[src/design/frs_pkg.sv]
// Shared types and constants for the fixed-radius sweep neighbour unit.
// Holds the transfer payload structs, window entry layout and sequencer states.
// No dependencies.
`default_nettype none

package frs_pkg;

  // Field widths of the point format
  localparam int COORD_W    = 16;
  localparam int ID_W       = 16;
  localparam int RADIUS_W   = 15;
  localparam int SQ_W       = 2 * RADIUS_W;
  localparam int CFG_ADDR_W = 3;
  localparam int CFG_DATA_W = 32;

  // Register index taken from the word address bit
  localparam logic REG_RADIUS = 1'b0;

  // Input command codes
  localparam logic CMD_ADD   = 1'b0;
  localparam logic CMD_CLEAR = 1'b1;

  typedef struct packed {
    logic                      command;
    logic [ID_W-1:0]           node_id;
    logic signed [COORD_W-1:0] x_coord;
    logic signed [COORD_W-1:0] y_coord;
  } in_item_t;

  typedef struct packed {
    logic [ID_W-1:0] new_node;
    logic [ID_W-1:0] neighbour_node;
    logic            window_overflow;
    logic            last_edge;
  } out_item_t;

  // One stored window point
  typedef struct packed {
    logic [ID_W-1:0]           id;
    logic signed [COORD_W-1:0] x;
    logic signed [COORD_W-1:0] y;
  } win_entry_t;

  // Neighbour found at the end of the distance pipeline
  typedef struct packed {
    logic            valid;
    logic [ID_W-1:0] nb_id;
  } hit_t;

  // Status from the output stage back to the sequencer
  typedef struct packed {
    logic stall;
    logic flush_done;
  } ostat_t;

  typedef enum logic [2:0] {
    ST_IDLE,
    ST_EVICT,
    ST_SCAN,
    ST_FLUSH,
    ST_APPEND
  } seq_state_t;

  // Absolute difference of two signed coordinates; always fits COORD_W bits
  function automatic logic [COORD_W-1:0] abs_diff(input logic signed [COORD_W-1:0] a,
                                                 input logic signed [COORD_W-1:0] b);
    logic [COORD_W:0] d;
    logic [COORD_W:0] m;
    d = {a[COORD_W-1], a} - {b[COORD_W-1], b};
    m = d[COORD_W] ? (~d + 1'b1) : d;
    return m[COORD_W-1:0];
  endfunction

endpackage

`default_nettype wire

[src/design/frs_window_mem.sv]
// Ring window store: one write port, one read port, registered read data.
// Depends on frs_pkg for the entry layout.
`default_nettype none

module frs_window_mem #(
  parameter int DEPTH = 64,
  parameter int IDX_W = 6
) (
  input  wire logic               clk,
  input  wire logic               we,
  input  wire logic [IDX_W-1:0]   waddr,
  input  wire frs_pkg::win_entry_t wdata,
  input  wire logic               re,
  input  wire logic [IDX_W-1:0]   raddr,
  output frs_pkg::win_entry_t     rdata
);
  import frs_pkg::*;

  win_entry_t mem_r [DEPTH];
  win_entry_t rdata_r;

  // Write port
  always_ff @(posedge clk) begin
    if (we) begin
      mem_r[waddr] <= wdata;
    end
  end

  // Read port, data held while not enabled
  always_ff @(posedge clk) begin
    if (re) begin
      rdata_r <= mem_r[raddr];
    end
  end

  assign rdata = rdata_r;

endmodule

`default_nettype wire

[src/design/frs_dist_pipe.sv]
// Distance check pipeline: axis test, squares, then sum against radius squared.
// Depends on frs_pkg; fed from the window memory read port.
`default_nettype none

module frs_dist_pipe (
  input  wire logic                            clk,
  input  wire logic                            rst_n,
  input  wire logic                            adv,
  input  wire logic                            issue,
  input  wire frs_pkg::win_entry_t             rdata,
  input  wire logic signed [frs_pkg::COORD_W-1:0] x,
  input  wire logic signed [frs_pkg::COORD_W-1:0] y,
  input  wire logic [frs_pkg::RADIUS_W-1:0]    radius,
  input  wire logic [frs_pkg::SQ_W-1:0]        r2,
  output frs_pkg::hit_t                        hit,
  output logic                                 busy
);
  import frs_pkg::*;

  logic                iss_v_r;
  logic                s1_v_r;
  logic [RADIUS_W-1:0] s1_dx_r;
  logic [RADIUS_W-1:0] s1_dy_r;
  logic [ID_W-1:0]     s1_id_r;
  logic                s2_v_r;
  logic [SQ_W-1:0]     s2_dx2_r;
  logic [SQ_W-1:0]     s2_dy2_r;
  logic [ID_W-1:0]     s2_id_r;

  logic [COORD_W-1:0]  dx;
  logic [COORD_W-1:0]  dy;
  logic                near;
  logic [SQ_W:0]       dist2;

  // Per-axis distance against the radius
  always_comb begin
    dx   = abs_diff(x, rdata.x);
    dy   = abs_diff(y, rdata.y);
    near = (dx <= COORD_W'(radius)) && (dy <= COORD_W'(radius));
  end

  // Valid bits advance only when the output side can take a hit
  always_ff @(posedge clk) begin
    if (!rst_n) begin
      iss_v_r <= 1'b0;
      s1_v_r  <= 1'b0;
      s2_v_r  <= 1'b0;
    end else if (adv) begin
      iss_v_r <= issue;
      s1_v_r  <= iss_v_r && near;
      s2_v_r  <= s1_v_r;
    end
  end

  // Payload stages: axis distances fit the radius width once near holds
  always_ff @(posedge clk) begin
    if (adv) begin
      s1_dx_r  <= dx[RADIUS_W-1:0];
      s1_dy_r  <= dy[RADIUS_W-1:0];
      s1_id_r  <= rdata.id;
      s2_dx2_r <= s1_dx_r * s1_dx_r;
      s2_dy2_r <= s1_dy_r * s1_dy_r;
      s2_id_r  <= s1_id_r;
    end
  end

  // Final compare of the squared distance
  assign dist2     = {1'b0, s2_dx2_r} + {1'b0, s2_dy2_r};
  assign hit.valid = s2_v_r && (dist2 <= {1'b0, r2});
  assign hit.nb_id = s2_id_r;
  assign busy      = iss_v_r || s1_v_r || s2_v_r;

endmodule

`default_nettype wire

[src/design/frs_edge_out.sv]
// Edge output stage: one pending hit plus the output register, so the last
// edge of a point can be marked. Depends on frs_pkg.
`default_nettype none

module frs_edge_out (
  input  wire logic                     clk,
  input  wire logic                     rst_n,
  input  wire frs_pkg::hit_t            hit,
  input  wire logic                     flush_req,
  input  wire logic [frs_pkg::ID_W-1:0] new_node,
  input  wire logic                     overflow,
  output logic                          out_valid,
  input  wire logic                     out_ready,
  output frs_pkg::out_item_t            out_item,
  output frs_pkg::ostat_t               ostat
);
  import frs_pkg::*;

  logic            pend_v_r;
  logic [ID_W-1:0] pend_id_r;
  logic            out_valid_r;
  out_item_t       out_item_r;

  logic out_free;
  logic push;
  logic flush_fire;
  logic load;

  // A new hit displaces the pending one into the output register
  always_comb begin
    out_free         = !out_valid_r || out_ready;
    ostat.stall      = hit.valid && pend_v_r && !out_free;
    push             = hit.valid && !ostat.stall;
    flush_fire       = flush_req && pend_v_r && out_free;
    load             = (push && pend_v_r) || flush_fire;
    ostat.flush_done = !pend_v_r || out_free;
  end

  // Pending hit
  always_ff @(posedge clk) begin
    if (!rst_n) begin
      pend_v_r <= 1'b0;
    end else if (push) begin
      pend_v_r <= 1'b1;
    end else if (flush_fire) begin
      pend_v_r <= 1'b0;
    end
  end

  always_ff @(posedge clk) begin
    if (push) begin
      pend_id_r <= hit.nb_id;
    end
  end

  // Output register
  always_ff @(posedge clk) begin
    if (!rst_n) begin
      out_valid_r <= 1'b0;
    end else if (load) begin
      out_valid_r <= 1'b1;
    end else if (out_ready) begin
      out_valid_r <= 1'b0;
    end
  end

  always_ff @(posedge clk) begin
    if (load) begin
      out_item_r.new_node        <= new_node;
      out_item_r.neighbour_node  <= pend_id_r;
      out_item_r.window_overflow <= overflow;
      out_item_r.last_edge       <= flush_fire;
    end
  end

  assign out_valid = out_valid_r;
  assign out_item  = out_item_r;

endmodule

`default_nettype wire

[src/design/fixed_radius_sweep_neighbours_unit.sv]
// Per added point, E = entries evicted and F = entries left, with E + F <= WINDOW_DEPTH:
// one window read per eviction, one read issue per compare into a three-stage distance
// pipeline, then the last edge is flushed. One point at a time: the next is taken only
// after the point is appended, and output stalls hold the scan; a clear is taken in idle.
// Reset (rst_n, synchronous, active low) empties the window, clears the overflow flag and
// sets radius to 0.
`default_nettype none

module fixed_radius_sweep_neighbours_unit #(
  parameter int WINDOW_DEPTH = 64
) (
  input  wire logic                              clk,
  input  wire logic                              rst_n,
  input  wire logic                              in_valid,
  output logic                                   in_ready,
  input  wire frs_pkg::in_item_t                 in_item,
  output logic                                   out_valid,
  input  wire logic                              out_ready,
  output frs_pkg::out_item_t                     out_item,
  input  wire logic                              psel,
  input  wire logic                              penable,
  input  wire logic                              pwrite,
  input  wire logic [frs_pkg::CFG_ADDR_W-1:0]    paddr,
  input  wire logic [frs_pkg::CFG_DATA_W-1:0]    pwdata,
  output logic [frs_pkg::CFG_DATA_W-1:0]         prdata,
  output logic                                   pready
);
  import frs_pkg::*;

  localparam int IDX_W  = (WINDOW_DEPTH > 1) ? $clog2(WINDOW_DEPTH) : 1;
  localparam int FILL_W = $clog2(WINDOW_DEPTH + 1);

  seq_state_t                state_r, state_nxt;
  logic [IDX_W-1:0]          oldest_r, oldest_nxt;
  logic [FILL_W-1:0]         fill_r, fill_nxt;
  logic                      ovf_r, ovf_nxt;
  logic [FILL_W-1:0]         k_r, k_nxt;
  logic [ID_W-1:0]           id_r;
  logic signed [COORD_W-1:0] x_r;
  logic signed [COORD_W-1:0] y_r;
  logic [RADIUS_W-1:0]       radius_r;
  logic [SQ_W-1:0]           r2_r;

  logic              latch;
  logic              cfg_wr;
  logic              adv;
  logic              issue;
  logic              flush_req;
  logic              pipe_busy;
  logic              win_full;
  logic              evict_far;
  logic [IDX_W-1:0]  oldest_inc;
  logic [FILL_W-1:0] slot_k;
  logic [IDX_W:0]    slot_sum;
  logic [IDX_W-1:0]  slot_idx;

  logic              mem_we;
  logic [IDX_W-1:0]  mem_waddr;
  win_entry_t        mem_wdata;
  logic              mem_re;
  logic [IDX_W-1:0]  mem_raddr;
  win_entry_t        mem_rdata;
  hit_t              hit;
  ostat_t            ostat;

  // Configuration port
  assign cfg_wr = psel && penable && pwrite && pready;
  assign pready = 1'b1;
  assign prdata = (paddr[2] == REG_RADIUS) ? CFG_DATA_W'(radius_r) : '0;

  always_ff @(posedge clk) begin
    if (!rst_n) begin
      radius_r <= '0;
      r2_r     <= '0;
    end else begin
      if (cfg_wr && (paddr[2] == REG_RADIUS)) begin
        radius_r <= pwdata[RADIUS_W-1:0];
      end
      r2_r <= radius_r * radius_r;
    end
  end

  // Ring arithmetic
  assign win_full   = (fill_r == FILL_W'(WINDOW_DEPTH));
  assign oldest_inc = (oldest_r == IDX_W'(WINDOW_DEPTH - 1)) ? '0 : oldest_r + 1'b1;
  assign slot_k     = (state_r == ST_APPEND) ? fill_r : k_r;
  assign slot_sum   = {1'b0, oldest_r} + {1'b0, slot_k[IDX_W-1:0]};
  assign slot_idx   = (slot_sum >= (IDX_W+1)'(WINDOW_DEPTH)) ?
                      slot_sum[IDX_W-1:0] - IDX_W'(WINDOW_DEPTH) : slot_sum[IDX_W-1:0];
  assign evict_far  = abs_diff(x_r, mem_rdata.x) > COORD_W'(radius_r);
  assign adv        = !ostat.stall;
  assign mem_wdata  = '{id: id_r, x: x_r, y: y_r};

  // Sequencer: evict, scan, flush last edge, append
  always_comb begin
    state_nxt  = state_r;
    oldest_nxt = oldest_r;
    fill_nxt   = fill_r;
    ovf_nxt    = ovf_r;
    k_nxt      = k_r;
    in_ready   = 1'b0;
    latch      = 1'b0;
    mem_re     = 1'b0;
    mem_raddr  = oldest_r;
    mem_we     = 1'b0;
    mem_waddr  = slot_idx;
    issue      = 1'b0;
    flush_req  = 1'b0;
    case (state_r)
      ST_IDLE: begin
        in_ready = 1'b1;
        if (in_valid) begin
          if (in_item.command == CMD_CLEAR) begin
            oldest_nxt = '0;
            fill_nxt   = '0;
            ovf_nxt    = 1'b0;
          end else begin
            latch = 1'b1;
            k_nxt = '0;
            if (fill_r > FILL_W'(1)) begin
              mem_re    = 1'b1;
              mem_raddr = oldest_r;
              state_nxt = ST_EVICT;
            end else begin
              state_nxt = ST_SCAN;
            end
          end
        end
      end
      ST_EVICT: begin
        // Drop the oldest entry and fetch the next one in the same cycle
        if ((fill_r > FILL_W'(1)) && evict_far) begin
          oldest_nxt = oldest_inc;
          fill_nxt   = fill_r - 1'b1;
          mem_re     = 1'b1;
          mem_raddr  = oldest_inc;
        end else begin
          state_nxt = ST_SCAN;
        end
      end
      ST_SCAN: begin
        ovf_nxt = ovf_r | win_full;
        if (k_r < fill_r) begin
          if (adv) begin
            mem_re    = 1'b1;
            mem_raddr = slot_idx;
            issue     = 1'b1;
            k_nxt     = k_r + 1'b1;
          end
        end else if (!pipe_busy) begin
          state_nxt = ST_FLUSH;
        end
      end
      ST_FLUSH: begin
        flush_req = 1'b1;
        if (ostat.flush_done) begin
          state_nxt = ST_APPEND;
        end
      end
      ST_APPEND: begin
        // A full window overwrites its oldest slot
        mem_we = 1'b1;
        if (win_full) begin
          mem_waddr  = oldest_r;
          oldest_nxt = oldest_inc;
        end else begin
          mem_waddr = slot_idx;
          fill_nxt  = fill_r + 1'b1;
        end
        state_nxt = ST_IDLE;
      end
      default: begin
        state_nxt = ST_IDLE;
      end
    endcase
  end

  always_ff @(posedge clk) begin
    if (!rst_n) begin
      state_r  <= ST_IDLE;
      oldest_r <= '0;
      fill_r   <= '0;
      ovf_r    <= 1'b0;
      k_r      <= '0;
    end else begin
      state_r  <= state_nxt;
      oldest_r <= oldest_nxt;
      fill_r   <= fill_nxt;
      ovf_r    <= ovf_nxt;
      k_r      <= k_nxt;
    end
  end

  // Hold the arriving point for the whole step
  always_ff @(posedge clk) begin
    if (latch) begin
      id_r <= in_item.node_id;
      x_r  <= in_item.x_coord;
      y_r  <= in_item.y_coord;
    end
  end

  frs_window_mem #(
    .DEPTH (WINDOW_DEPTH),
    .IDX_W (IDX_W)
  ) u_mem (
    .clk   (clk),
    .we    (mem_we),
    .waddr (mem_waddr),
    .wdata (mem_wdata),
    .re    (mem_re),
    .raddr (mem_raddr),
    .rdata (mem_rdata)
  );

  frs_dist_pipe u_dist (
    .clk    (clk),
    .rst_n  (rst_n),
    .adv    (adv),
    .issue  (issue),
    .rdata  (mem_rdata),
    .x      (x_r),
    .y      (y_r),
    .radius (radius_r),
    .r2     (r2_r),
    .hit    (hit),
    .busy   (pipe_busy)
  );

  frs_edge_out u_out (
    .clk       (clk),
    .rst_n     (rst_n),
    .hit       (hit),
    .flush_req (flush_req),
    .new_node  (id_r),
    .overflow  (ovf_r),
    .out_valid (out_valid),
    .out_ready (out_ready),
    .out_item  (out_item),
    .ostat     (ostat)
  );

  // Window bookkeeping stays in range
  a_fill_range: assert property (@(posedge clk) disable iff (!rst_n)
    fill_r <= FILL_W'(WINDOW_DEPTH))
    else $error("window fill above depth");

  a_oldest_range: assert property (@(posedge clk) disable iff (!rst_n)
    oldest_r <= IDX_W'(WINDOW_DEPTH - 1))
    else $error("oldest slot out of range");

  // Eviction always keeps the newest entry
  a_evict_floor: assert property (@(posedge clk) disable iff (!rst_n)
    (state_r == ST_EVICT) |-> (fill_r != '0))
    else $error("eviction emptied the window");

  // Scan never issues past the live entries
  a_scan_bound: assert property (@(posedge clk) disable iff (!rst_n)
    (state_r == ST_SCAN) |-> (k_r <= fill_r))
    else $error("scan index past fill");

  // Append only after the compare pipeline has drained
  a_append_drained: assert property (@(posedge clk) disable iff (!rst_n)
    (state_r == ST_APPEND) |-> !pipe_busy)
    else $error("append while compares in flight");

endmodule

`default_nettype wire
[config.mk]
export PLATFORM = sky130hd
export DESIGN_NAME = fixed_radius_sweep_neighbours_unit
export DESIGN_NICKNAME = d
export VERILOG_FILES = /design/src/design/frs_pkg.sv /design/src/design/frs_window_mem.sv /design/src/design/frs_dist_pipe.sv /design/src/design/frs_edge_out.sv /design/src/design/fixed_radius_sweep_neighbours_unit.sv
export SDC_FILE = /design/constraint.sdc
export NUM_CORES = 2
export LEC_CHECK = 0
export BUFFER_PORTS_ARGS = -buffer_cell sky130_fd_sc_hd__buf_2
export CAP_MARGIN = 10
export CORE_ASPECT_RATIO = 1.1
export CORE_UTILIZATION = 45
export DETAILED_ROUTE_END_ITERATION = 10
export GPL_ROUTABILITY_DRIVEN = 0
export PLACE_DENSITY_LB_ADDON = 0.15
export RECOVER_POWER = 50
export SYNTH_ARGS = -nofsm -noshare
export SYNTH_HDL_FRONTEND = slang
export SYNTH_SLANG_ARGS = --single-unit
[constraint.sdc]
create_clock -name clk -period 9.64 [get_ports clk]
set_input_delay 0.482 -clock clk [delete_from_list [all_inputs] [get_ports clk]]
set_output_delay 0.482 -clock clk [all_outputs]
set_load 0.05 [all_outputs]
Word-level counts from Yosys, hierarchy flattened
Memory sizes are Yosys's and may differ from the RTL's. A register that Yosys moved wholly into a read port is not among the register bits.
Cells that the tools add are included.
{ "totals": {"ff_bits": 294, "ram_bits": 3072, "input_bits": 91, "output_inout_bits": 69, "wordCells": 157, "mem_count": 1} }
{ "memory_table": {"columns": ["name", "words", "word_bits", "rd", "rd_ports_with_merged_regs", "write_ports", "line_no", "text"], "rows": [
  ["u_mem.mem_r", 64, 48, 1, 1, 1, "frs_window_mem.sv:19", "win_entry_t mem_r [DEPTH];"]
]} }
{ "op_classes": {"n_addsub": 10, "multipliers": 3, "order_cmp": 6, "eq_ne": 18, "muxes": 57, "bitwise": 4, "n_reduce_logical": 32} }
{ "ops": {"columns": ["operator", "n"], "rows": [
  ["multiplier 15 x 15 -> 30 bit", 3],
  ["2-to-1 mux 6 bit", 10],
  ["2-to-1 mux 7 bit", 8],
  ["subtractor 16 x 16 -> 17 bit", 2],
  ["adder 16 x 1 -> 16 bit (second input constant)", 2],
  ["less-or-equal comparator 16 x 15 -> 1 bit", 2],
  ["2-to-1 mux 16 bit", 2],
  ["NOT 16 bit", 2],
  ["adder 30 x 30 -> 31 bit", 1],
  ["less-or-equal comparator 31 x 30 -> 1 bit", 1],
  ["inequality test 2 bit (second input constant)", 12],
  ["2-to-1 mux 1 bit", 22],
  ["case mux 7 bit (3 select lines)", 1],
  ["2-to-1 mux 3 bit", 6],
  ["case mux 6 bit (3 select lines)", 1],
  ["> comparator 16 x 15 -> 1 bit", 1],
  ["2-to-1 mux 15 bit", 1],
  ["adder 7 x 1 -> 7 bit (second input constant)", 2],
  ["case mux 7 bit (2 select lines)", 1],
  ["logical AND 1 bit", 13],
  ["case mux 3 bit (4 select lines)", 1],
  ["case mux 6 bit (2 select lines)", 1],
  ["AND reduction 5 bit", 2],
  ["== test 7 bit (second input constant)", 1],
  ["other kinds (22)", 32]
]} }

Logic depth before layout (Yosys ltp)
{ "depth": {"ltp_word": 10, "ltp_mapped": 38, "mapped_depth_nobuf": 34} }

By module
Synthesis repeated with hierarchy kept, for this count alone.
{ "unflattened": {"hier_cells": 8705, "hier_area_um2": 153260.7} }
{ "by_module_without_submodules": {"columns": ["mod", "n_inst", "cells_each", "area_each_um2"], "rows": [
  ["frs_window_mem", 1, 4970, 117620.3],
  ["frs_dist_pipe", 1, 2229, 21081.5],
  ["fixed_radius_sweep_neighbours_unit", 1, 1442, 12931.2],
  ["frs_edge_out", 1, 64, 1627.8]
]} }

Least setup slack after synthesis
OpenSTA, ideal clock, no wires.
{ "synth_timing": {"path_kind": "reg-to-reg", "start": "register x_r[0]", "end": "register, netlist name u_mem.rdata[0]", "setup_ns": 0.520, "t_arrival_ns": 8.612, "setup_slack_ns": 0.508, "path_stages_with_launch": 23, "period_less_slack_ns": 9.132, "path_cell_list": "edfxtp_1 inv_1 ha_1 fa_1 nand2b_1 a211oi_1 nor4_1 a2111oi_4 o2111ai_2 or3_4 nor2_1 a21oi_1 xor2_1 ha_1 nand3_1 nor2_1 a211oi_1 a21oi_1 a2111oi_0 a31oi_4 buf_4 a21oi_1 o21ai_0"} }
{ "synth_between": {"elab_chain_cells": 8, "word_cells_on_any_way": 10, "cone_classes": "add/sub (2); order compare (1); mux (5); bitwise (1); reduce/logical (1)"} }
{ "synth_lines": {"columns": ["element", "line_no", "text"], "rows": [
  ["start, declared", "fixed_radius_sweep_neighbours_unit.sv:39", "logic signed [COORD_W-1:0] x_r;"],
  ["start signal, assigned", "fixed_radius_sweep_neighbours_unit.sv:198", "x_r <= in_item.x_coord;"],
  ["subtractor 16 x 16 -> 17 bit (*)", null, null],
  ["NOT 16 bit", null, null],
  ["adder 16 x 1 -> 16 bit", null, null],
  ["2-to-1 mux 16 bit (*)", null, null],
  ["net u_dist.dx[14]", "frs_dist_pipe.sv:30", "logic [COORD_W-1:0] dx;"],
  ["> comparator 16 x 15 -> 1 bit (*)", "fixed_radius_sweep_neighbours_unit.sv:90", "assign evict_far = abs_diff(x_r, mem_rdata.x) > COORD_W'(radius_r);"],
  ["logical AND 1 bit (*)", "fixed_radius_sweep_neighbours_unit.sv:132", "if ((fill_r > FILL_W'(1)) && evict_far) begin"],
  ["2-to-1 mux 1 bit (*)", "fixed_radius_sweep_neighbours_unit.sv:132", null],
  ["case mux 1 bit (3 select lines) (*)", "fixed_radius_sweep_neighbours_unit.sv:109", "case (state_r)"],
  ["net mem_re", "fixed_radius_sweep_neighbours_unit.sv:60", "logic mem_re;"]
]} }
Mark *: on every way through the listed nets, which the timed path passes. The rest lies on a longest branch.
A chain may end at the register's enable or synchronous reset.

Final worst setup path
{ "layout_timing": {"start": "register x_r[5]", "end": "register, netlist name u_mem.rdata[16]"} }
{ "layout_between": {"word_cells_on_any_way": 10, "cone_classes": "add/sub (2); order compare (1); mux (5); bitwise (1); reduce/logical (1)"} }
{ "layout_rtl": {"columns": ["element", "line_no"], "rows": [
  ["subtractor 16 x 16 -> 17 bit (*)", null],
  ["2-to-1 mux 16 bit (*)", null],
  ["net u_dist.dx[1]", "frs_dist_pipe.sv:30"],
  ["> comparator 16 x 15 -> 1 bit (*)", "fixed_radius_sweep_neighbours_unit.sv:90"],
  ["logical AND 1 bit (*)", "fixed_radius_sweep_neighbours_unit.sv:132"],
  ["2-to-1 mux 1 bit / 2-to-1 mux 6 bit (equally long branches)", null],
  ["case mux 1 bit (3 select lines) / case mux 6 bit (2 select lines) (equally long branches)", "fixed_radius_sweep_neighbours_unit.sv:109"]
]} }
Marks and branches as above.

==> reports/metrics.cfg <==
[outcome]
outcome = finished with violations
failed_checks = capacitance limit, slew limit

[die]
core-area_mm2 = 0.345
die_h_um = 619
pin_count = 160
dieArea_mm2 = 0.349
die_width_um = 563
start_util = 0.452
num_rows = 226

[synthesis]
synth_cells = 12200
async_flop_share = 0
syn-cell-area_mm2 = 0.156
postSynthAreaPerCell_um2 = 12.7
synth_top_flop_cell = edfxtp_1
yosysWarnings = 0
ys_ff_latch = 3411
ys_seq_area_frac = 0.652
synth-edff-count = 3338
ys_types = 96

[placed_design]
port_buffers = 122
dp_hpwl_mm = 314

[setup_path]
crit_required_ns = 10.35
crit_top_cell = o21ai_0
cp_num_buf_inv = 1
reg2regPathDepth = 25
reg2reg_from = x_r[5]
cp_slowest_stage_delay_ns = 0.72
r2r-end = u_mem.rdata[16]
cpLargestDelayFamily = compound AO/OA/AOI/OAI gates
startpoint_type = flip-flop
cp_slowest_cell = a2111oi_0
crit_fanout = 18
path_class = reg -> reg
crit_path_end_kind = flip-flop
critPathArrivalTime_ns = 9.94
r2r_slack_ns = 0.41

[detailed_routing]
first_iter_violations = 13600
drc = 0
drt_pre_antenna_iters = 8
final_antenna_net_count = 0
vias_per_cell = 5.99
wl_mm = 522
vias = 105000
routedWlPerCell_um = 29.8

[timing]
drv_slew = 3122
finalSetupViolCount = 0
min_period_ns = 9.23
max_freq_mhz = 108
fin_worst_skew_ns = 0.0411
worst_slew_pin_slew_ns = 4.19
slew_headroom = -1.80
rsz0062_at_grt = no
post-route-period-util = 0.958
setup_tns_ns = 0
hold_viol = 0

[grt]
grt_util_met2 = 0.486
grtUsageMet1 = 0.388
overflow = 0
grt_max_degree = 86
antenna_found_initial = 30
globalRouteMet3Util = 0.0502
grt_pass1_vias = 101000
top_usage_layer = met2
grt_util_all_layers = 0.295
grt_pass1_wl_mm = 732

[clocking]
clk_pin_slew_worst_paths_ns = 0.06
clock_sinks = 3411
clock_latency_ns = 0.95
root_buffer = clkbuf_16
cts_tree = done
cts_buffer_depth = 4
cts_made_buffers = 360
cts_max_level = 5

[cells_and_area]
layout-area-overhead-vs-synth_pct = 13.5
drive_gt1_frac = 0.0966
fin_nets = 13600

[hold_path]
hold_depth = 4
min_to = k_r[1]
hold_path.class = in -> reg
min-delay-start = in_valid

[run]
cap_violations = 53

-- cell usage in the layout (no fill, tap or decap), types with 92 or more instances in the layout --
| cell type | n |
|---|---|
| fa_1 | 414 |
| clkbuf_1 | 193 |
| clkbuf_16 | 370 |
| ha_1 | 411 |
| nor2_1 | 243 |
| o21ai_0 | 173 |
| xnor2_1 | 94 |
| and2_1 | 147 |
| a31oi_1 | 224 |
| and3_1 | 274 |
| nand2_1 | 2881 |
| edfxtp_1 | 3338 |
| mux2i_1 | 135 |
| nand3_1 | 1014 |
| buf_4 | 399 |
| a311oi_1 | 159 |
| a21oi_1 | 347 |
| inv_1 | 627 |
| buf_12 | 92 |
-- synthesized netlist by cell type, drive strengths merged, types with 80 or more instances --
| cell type | number | area share |
|---|---|---|
| edfxtp | 3338 | 0.64 |
| nand2 | 2885 | 0.069 |
| nand3 | 1016 | 0.033 |
| inv | 629 | 0.015 |
| buf | 465 | 0.016 |
| fa | 414 | 0.053 |
| ha | 411 | 0.033 |
| a21oi | 349 | 0.011 |
| nor2 | 313 | 0.0075 |
| and3 | 274 | 0.011 |
| a31oi | 225 | 0.0091 |
| clkbuf | 223 | 0.0054 |
| o21ai | 175 | 0.0056 |
| a311oi | 160 | 0.0090 |
| and2 | 159 | 0.0064 |
| mux2i | 135 | 0.0087 |
| xnor2 | 94 | 0.0053 |
| nor3 | 80 | 0.0026 |
-- per-layer routing --
layer  up-vias  wire length (µm)
met5         -                70
met4         8             24300
met3      1022             49700
met2      5437            246000
met1     53600            202000
li1      45000                 -
-- stage by stage --
| stage | hold slack [ns] | utilization | instance area, µm² | setup slack, ns | cells |
|---|---|---|---|---|---|
| floorplan | 0.400 | - | 156000 | 0.508 | 12300 |
| detailed placement | 0.405 | 0.478 | 165000 | 0.543 | 16800 |
| CTS | 0.128 | 0.514 | 177000 | 0.465 | 17500 |
| global route | 0.209 | 0.513 | 177000 | 0.0357 | 17500 |
| global placement | 0.403 | 0.478 | 165000 | 0.471 | 16800 |
| finish | 0.175 | 0.514 | 177000 | 0.405 | 17500 |
-- state kept, by name, indices dropped and copies added, names as in the netlist, 16 cells and up --
register and flops:
id_r 16, u_mem.rdata 48, y_r 16, u_out.pend_id_r 16, u_out.out_item 34, u_dist.s2_dy2_r 29, r2_r 29, u_dist.s2_dx2_r 29
u_dist.s2_id_r 16, u_dist.s1_id_r 16, x_r 16, u_mem.mem_r 3072
-- repair_timing --
action                                 in CTS  in global routing
hold buffers                               66                  0
resized for setup                           0                  4
setup endpoints to repair                   0                  7
setup buffers                               0                  8
endpoints found under the hold margin      65                  0
-- worst max-delay path by stage --
stage,start,endpoint,cells past startpoint
finish,x_r[5],u_mem.rdata[16],25
global route,x_r[6],u_mem.rdata[16],27
CTS,u_dist.s2_dy2_r[3],u_mem.rdata[6],36
detailed placement,u_dist.s2_dy2_r[3],u_mem.rdata[6],36
global placement,u_dist.s2_dy2_r[3],u_mem.rdata[6],34
floorplan,x_r[0],u_mem.rdata[0],22
-- worst min-delay path, delay by kind of cell --
kind	cells	cell delay [ns]
simple gates	3	0.45
buf+inv	1	0.13
-- kinds of logic after synthesis --
logic type | share of synthesized area
buf+inv | 0.0363
simple gates | 0.137
other cells | 0.0000482
compound gates | 0.0633
xor+xnor | 0.00915
fa+ha+maj | 0.0861
flops | 0.652
mux | 0.0164
-- area by class of cell --
type | count | area [µm²]
diodes | 11 | 27.5
multi-input cells | 7531 | 49300
clock buffers | 456 | 9630
clock inverters | 199 | 2010
flip-flops and latches | 3411 | 102000
inverters | 632 | 2380
well taps | 4560 | 5710
fillers | 29100 | 168000
repair buffers | 738 | 6260
Power is left out: the tool's default activity adds up to more than one toggle a clock period on the data nets, which glitch-free logic cannot reach.
